===== src/design/nts_pkg.sv =====
`default_nettype none

package nts_pkg;

    // Fixed field widths.
    localparam int COORD_W   = 24;
    localparam int FRAC_BITS = 16;
    localparam int ADDR_W    = 16;
    localparam int CHAN_W    = 8;
    localparam int TEXEL_W   = 3 * CHAN_W;
    localparam int CFG_W     = 9;
    localparam int STORE_DEPTH = 1 << ADDR_W;

    // Largest texture side and the widths that follow from it.
    localparam int MAX_SIZE = 256;
    localparam int IDX_W    = (MAX_SIZE > 1) ? $clog2(MAX_SIZE) : 1;
    localparam int SIZE_W   = IDX_W + 1;
    localparam int SCALED_W = FRAC_BITS + 1 + SIZE_W;
    localparam int ADDR_CALC_W = (IDX_W + SIZE_W + 1 > ADDR_W) ? IDX_W + SIZE_W + 1 : ADDR_W;

    localparam logic [FRAC_BITS:0]   COORD_ONE  = (FRAC_BITS + 1)'(1) << FRAC_BITS;
    localparam logic [FRAC_BITS-1:0] COORD_HALF = FRAC_BITS'(1) << (FRAC_BITS - 1);

    // Number of register stages in the coordinate mapper.
    localparam int MAP_DEPTH = 3;

    localparam logic [CFG_W-1:0] CFG_SIZE_RESET = CFG_W'(256);

    // Register indexes.
    localparam logic CFG_TEX_WIDTH  = 1'b0;
    localparam logic CFG_TEX_HEIGHT = 1'b1;

    // Opcodes.
    localparam logic OP_WRITE  = 1'b0;
    localparam logic OP_SAMPLE = 1'b1;

    typedef struct packed {
        logic               valid;
        logic               write;
        logic [ADDR_W-1:0]  index;
        logic [TEXEL_W-1:0] texel;
    } t_ctl;

    typedef struct packed {
        logic               valid;
        logic               write;
        logic [ADDR_W-1:0]  index;
        logic [TEXEL_W-1:0] texel;
        logic [IDX_W-1:0]   col;
        logic [IDX_W-1:0]   row;
    } t_mem_req;

    typedef struct packed {
        logic               valid;
        logic [TEXEL_W-1:0] texel;
        logic [IDX_W-1:0]   col;
        logic [IDX_W-1:0]   row;
    } t_mem_rsp;

    // A zero size acts as one, a size above the maximum saturates.
    function automatic logic [SIZE_W-1:0] clamp_size(input logic [CFG_W-1:0] s);
        logic [SIZE_W-1:0] r;
        if (s == '0) begin
            r = SIZE_W'(1);
        end else if (int'(s) > MAX_SIZE) begin
            r = SIZE_W'(MAX_SIZE);
        end else begin
            r = SIZE_W'(s);
        end
        return r;
    endfunction

    function automatic logic [CHAN_W-1:0] to_byte(input logic [IDX_W-1:0] x);
        logic [IDX_W+CHAN_W-1:0] t;
        t = {{CHAN_W{1'b0}}, x};
        return t[CHAN_W-1:0];
    endfunction

endpackage

`default_nettype wire


===== src/design/nts_coord_map.sv =====
`default_nettype none

// Folds, scales and rounds one coordinate into a texel index over three stages.
module nts_coord_map (
    input  wire logic                              i_clk,
    input  wire logic signed [nts_pkg::COORD_W-1:0] i_coord,
    input  wire logic                              i_flip,
    input  wire logic [nts_pkg::SIZE_W-1:0]        i_size,
    output logic [nts_pkg::IDX_W-1:0]              o_index
);

    logic [nts_pkg::COORD_W-1:0]    w_abs;
    logic [nts_pkg::FRAC_BITS:0]    w_fold;
    logic [nts_pkg::FRAC_BITS:0]    n_folded;
    logic [nts_pkg::FRAC_BITS:0]    r_folded;
    logic [nts_pkg::SCALED_W-1:0]   n_scaled;
    logic [nts_pkg::SCALED_W-1:0]   r_scaled;
    logic [nts_pkg::SIZE_W:0]       w_ip;
    logic [nts_pkg::SIZE_W:0]       w_rounded;
    logic [nts_pkg::IDX_W-1:0]      n_index;
    logic [nts_pkg::IDX_W-1:0]      r_index;

    // Stage 1: absolute value, fold values above one back, optional flip.
    always_comb begin
        w_abs = i_coord[nts_pkg::COORD_W-1] ? (~i_coord + 1'b1) : i_coord;
        if (w_abs > nts_pkg::COORD_W'(nts_pkg::COORD_ONE)) begin
            w_fold = nts_pkg::COORD_ONE - {1'b0, w_abs[nts_pkg::FRAC_BITS-1:0]};
        end else begin
            w_fold = w_abs[nts_pkg::FRAC_BITS:0];
        end
        n_folded = i_flip ? (nts_pkg::COORD_ONE - w_fold) : w_fold;
    end

    // Stage 2: scale by the texture size.
    assign n_scaled = nts_pkg::SCALED_W'(r_folded) * nts_pkg::SCALED_W'(i_size);

    // Stage 3: round to nearest with an exact half going down, then wrap the size to zero.
    always_comb begin
        w_ip = r_scaled[nts_pkg::SCALED_W-1:nts_pkg::FRAC_BITS];
        if (r_scaled[nts_pkg::FRAC_BITS-1:0] > nts_pkg::COORD_HALF) begin
            w_rounded = w_ip + 1'b1;
        end else begin
            w_rounded = w_ip;
        end
        if (w_rounded == {1'b0, i_size}) begin
            n_index = '0;
        end else begin
            n_index = w_rounded[nts_pkg::IDX_W-1:0];
        end
    end

    always_ff @(posedge i_clk) begin
        r_folded <= n_folded;
        r_scaled <= n_scaled;
        r_index  <= n_index;
    end

    assign o_index = r_index;

endmodule

`default_nettype wire


===== config.mk =====
export PLATFORM = sky130hd
export DESIGN_NAME = nts_coord_map
export DESIGN_NICKNAME = d
export VERILOG_FILES = /design/src/design/nts_pkg.sv /design/src/design/nts_coord_map.sv
export SDC_FILE = /design/constraint.sdc
export NUM_CORES = 1
export LEC_CHECK = 0
export BUFFER_PORTS_ARGS = -buffer_cell sky130_fd_sc_hd__buf_2
export CAP_MARGIN = 20
export CELL_PAD_IN_SITES_DETAIL_PLACEMENT = 0
export CELL_PAD_IN_SITES_GLOBAL_PLACEMENT = 2
export CORE_ASPECT_RATIO = 0.9
export CORE_MARGIN = 4
export CORE_UTILIZATION = 39
export DETAILED_ROUTE_END_ITERATION = 7
export PLACE_DENSITY_LB_ADDON = 0.1
export SYNTH_ARGS = -nofsm -noshare
export SYNTH_HDL_FRONTEND = slang
export SYNTH_SLANG_ARGS = --single-unit
export TNS_END_PERCENT = 5

===== constraint.sdc =====
create_clock -name i_clk -period 7.4 [get_ports i_clk]
set_input_delay 1.11 -clock i_clk [delete_from_list [all_inputs] [get_ports i_clk]]
set_output_delay 1.11 -clock i_clk [all_outputs]
set_load 0.1 [all_outputs]

==> impl_metrics.ini <==
[power_and_ir_drop]
ir_worst_vdd_uv = 266
power.switching_mw = 2.16
power.share.clock_pct = 6.1
seqPwrFrac_pct = 13.0
power.leakage_nw = 3.97
switching_share_pct = 52.5
combinationalPowerShare_pct = 80.9
power.internal_mw = 1.96
powerDensity_mw_per_mm2 = 479

[floorplanning]
die_h_um = 144
core_region_area_sq_mm = 0.0201
rows = 49
die_w_um = 159
io_pins = 43
dieArea_sq_mm = 0.0229
start_util_pct = 39.8

[clock_network]
postCtsHoldBufs = 0
clk_pin_slew_ns = 0.08
htree_levels = 2
postCtsSetupBuffers = 0
tritoncts = done
cts_sinks = 51
cts_buffer_depth = 2
cts_root_buf = clkbuf_16
clock_latency_ns = 0.31
ctsResizeCount = 0
cts_buffers = 5

[global_route]
antenna_found_initial = 1
grt_pass1_vias = 6616
grt_usage_pct = 18.1
grt_max_degree = 26
grt_pass1_wl_mm = 34.0
grt_overflow_total = 0

[sta]
setup_viol = 0
maxSlewViolCount = 0
slew_headroom_pct = 36.8
whs_ns = 0.578
max_freq_mhz = 161
finalHoldViolCount = 0
setup_tns_ns = 0
period_share_pct = 84.1
worst_pin_slew_ns = 0.942
finalCriticalPeriod_ns = 6.22
grt_setup_unrepaired = false
finalClockSkew_ns = 0.0131

[logic_synthesis]
synth_flop_cell = dfxtp_1
synth.avg_cell_area_sq_um = 8.47
async_reset_ff_share_pct = 0
synth_area_sq_mm = 0.00801
mappedNetlistNets = 1137
ys_seq_area_share_pct = 12.7
synth_seq_cells = 51
synthesis.instances = 946
ys_types = 74
yosys_warnings = 0
synth_edf_count = 0

[routing]
firstDrtPassIters = 5
wl_per_cell_um = 15.9
drt_wl_total_mm = 19.5
drt_iter0_markers = 308
drc_errors = 0
ant_nets = 0
viasPerCell = 5.17
route.vias.total = 6334

[cells_and_area]
drive_gt1_share_pct = 8.45
syn2layout_area_growth_pct = 7.31
postLayoutCoreUtil_pct = 42.8
nets = 1160
num_antenna_cells = 0

[worst_setup_path]
critPathMaxFanout = 18
worstPathArrival_ns = 6.43
end_kind = flip-flop
reg2reg_from = r_folded[3]
startpoint = i_size[2]
cp.required_ns = 7.60
crit_type = input pin to flip-flop
cp-start-kind = input pin

[placed_design]
hpwl_mm = 15.9
port_buffers = 42
place_congestion = 0.815

[hold_path]
min_from = r_scaled[17]
hold_class = flip-flop to flip-flop

[flow_run]
cap_violations = 0

[status]
status = finished, final reports clean
[registers in the layout (all words and copies together), names as in the netlist]
name / count
r_scaled: 26
r_folded: 17
o_index: 8
[cells in the mapped netlist, types with 3 or more instances]
cell type / instances / area, sq um
nand3_1: 9 / 45.0
o31ai_1: 9 / 67.6
nor4_1: 16 / 100
nor2b_1: 9 / 56.3
nand4_1: 5 / 31.3
nor4_2: 4 / 50.1
o21ai_0: 22 / 110
a41oi_1: 4 / 35.0
xor2_1: 25 / 219
ha_1: 50 / 626
dfxtp_1: 51 / 1020
a31oi_1: 10 / 62.6
inv_1: 150 / 563
a211oi_1: 7 / 52.6
nand2b_1: 8 / 50.1
mux2i_1: 8 / 80.1
xnor2_1: 48 / 420
clkbuf_1: 28 / 105
or2_2: 6 / 37.5
a21oi_1: 24 / 120
nor2_1: 47 / 176
o41ai_1: 4 / 35.0
a21o_1: 4 / 30.0
o21a_1: 5 / 37.5
nor3_1: 20 / 100
or4_1: 5 / 37.5
nand3b_1: 3 / 22.5
o211ai_1: 4 / 30.0
and3_1: 4 / 25.0
fa_1: 106 / 2120
nand2_1: 96 / 360
o21bai_1: 3 / 22.5
or3_1: 4 / 25.0
and2_1: 97 / 607
[worst paths after layout]
path / slack [ns] / cells past startpoint / to
worst max register to register: 1.76 / 20 / r_scaled[24]
worst min-delay path: 0.58 / 2 / o_index[1]
worst min register to register: 0.58 / 2 / o_index[1]
worst max-delay path: 1.18 / 21 / r_scaled[24]
[metrics by stage]
step | cell area, sq um | power [mW] | std cells | setup slack [ns]
floorplan | 8010 | 3.18 | 946 | 1.14
global placement | 8450 | 3.92 | 1217 | 0.849
detailed placement | 8450 | 3.92 | 1217 | 0.776
CTS | 8600 | 4.19 | 1225 | 1.09
global route | 8600 | 4.72 | 1225 | 0.835
finish | 8600 | 4.12 | 1225 | 1.18
[kinds of logic (layout without fill, tap and decap cells)]
group	after synthesis	count (layout)	synth area share, %
XOR/XNOR	74	74	8.18
AO/OA/AOI/OAI	125	125	11.6
AND/OR/NAND/NOR	350	350	23.5
adder cells (fa/ha/maj)	156	156	34.3
flip-flops	51	51	12.7
buffers and inverters	182	206	8.73
multiplexers	8	8	1.00
[per-layer routing]
layer | up-vias | GRT usage, % | share of wire [%]
li1 | 3128 | - | -
met1 | 3134 | 26.0 | 51
met2 | 67 | 30.5 | 47
met3 | 5 | 1.82 | 1.8
met4 | 0 | 2.69 | 0.52
met5 | - | 0 | 0
[cell usage in the layout (no fill, tap or decap), types with 6 or more instances in the layout]
cell type | synthesis | final
inv_1 | 150 | 150
fa_1 | 106 | 106
and2_1 | 97 | 97
nand2_1 | 96 | 96
dfxtp_1 | 51 | 51
ha_1 | 50 | 50
xnor2_1 | 48 | 48
nor2_1 | 47 | 47
buf_2 | 1 | 42
xor2_1 | 25 | 25
a21oi_1 | 24 | 24
o21ai_0 | 22 | 22
nor3_1 | 20 | 20
nor4_1 | 16 | 16
a31oi_1 | 10 | 10
nand3_1 | 9 | 9
nor2b_1 | 9 | 9
o31ai_1 | 9 | 9
nand2b_1 | 8 | 8
mux2i_1 | 8 | 8
a211oi_1 | 7 | 7
or2_2 | 6 | 6
buf_4 | 0 | 6
[critical path, cell delays in order]
cell and delay [ns]:
buf_2 0.30, nand2_1 0.13, fa_1 0.52, fa_1 0.51, inv_1 0.04, ha_1 0.26, inv_1 0.05, fa_1 0.53
inv_1 0.07, fa_1 0.46, a21o_1 0.17, a21oi_1 0.22, o21bai_1 0.10, a21oi_1 0.22, o21bai_1 0.12, a211oi_1 0.32
o21a_1 0.32, nor4_1 0.08, buf_4 0.15, or4b_2 0.62, o311ai_0 0.11
[power by group through the flow]
stage                     Sequential, mW  Clock, mW  Combinational (mW)
after floorplan                    0.670          0                2.51
after global placement             0.546          0                3.37
after detailed placement           0.544          0                3.37
after CTS                          0.537      0.263                3.39
after global routing               0.555      0.274                3.89
final                              0.536      0.252                3.33
[area by class of cell]
class	count	area (sq um)
clock buffer	5	125
timing repair buffer	48	255
tap	255	319
inverter	150	563
fill	2124	11500
sequential	51	1020
multi-input combinational	713	6290
clock inverter	3	22.5
Power figures use the tool's default switching activity.
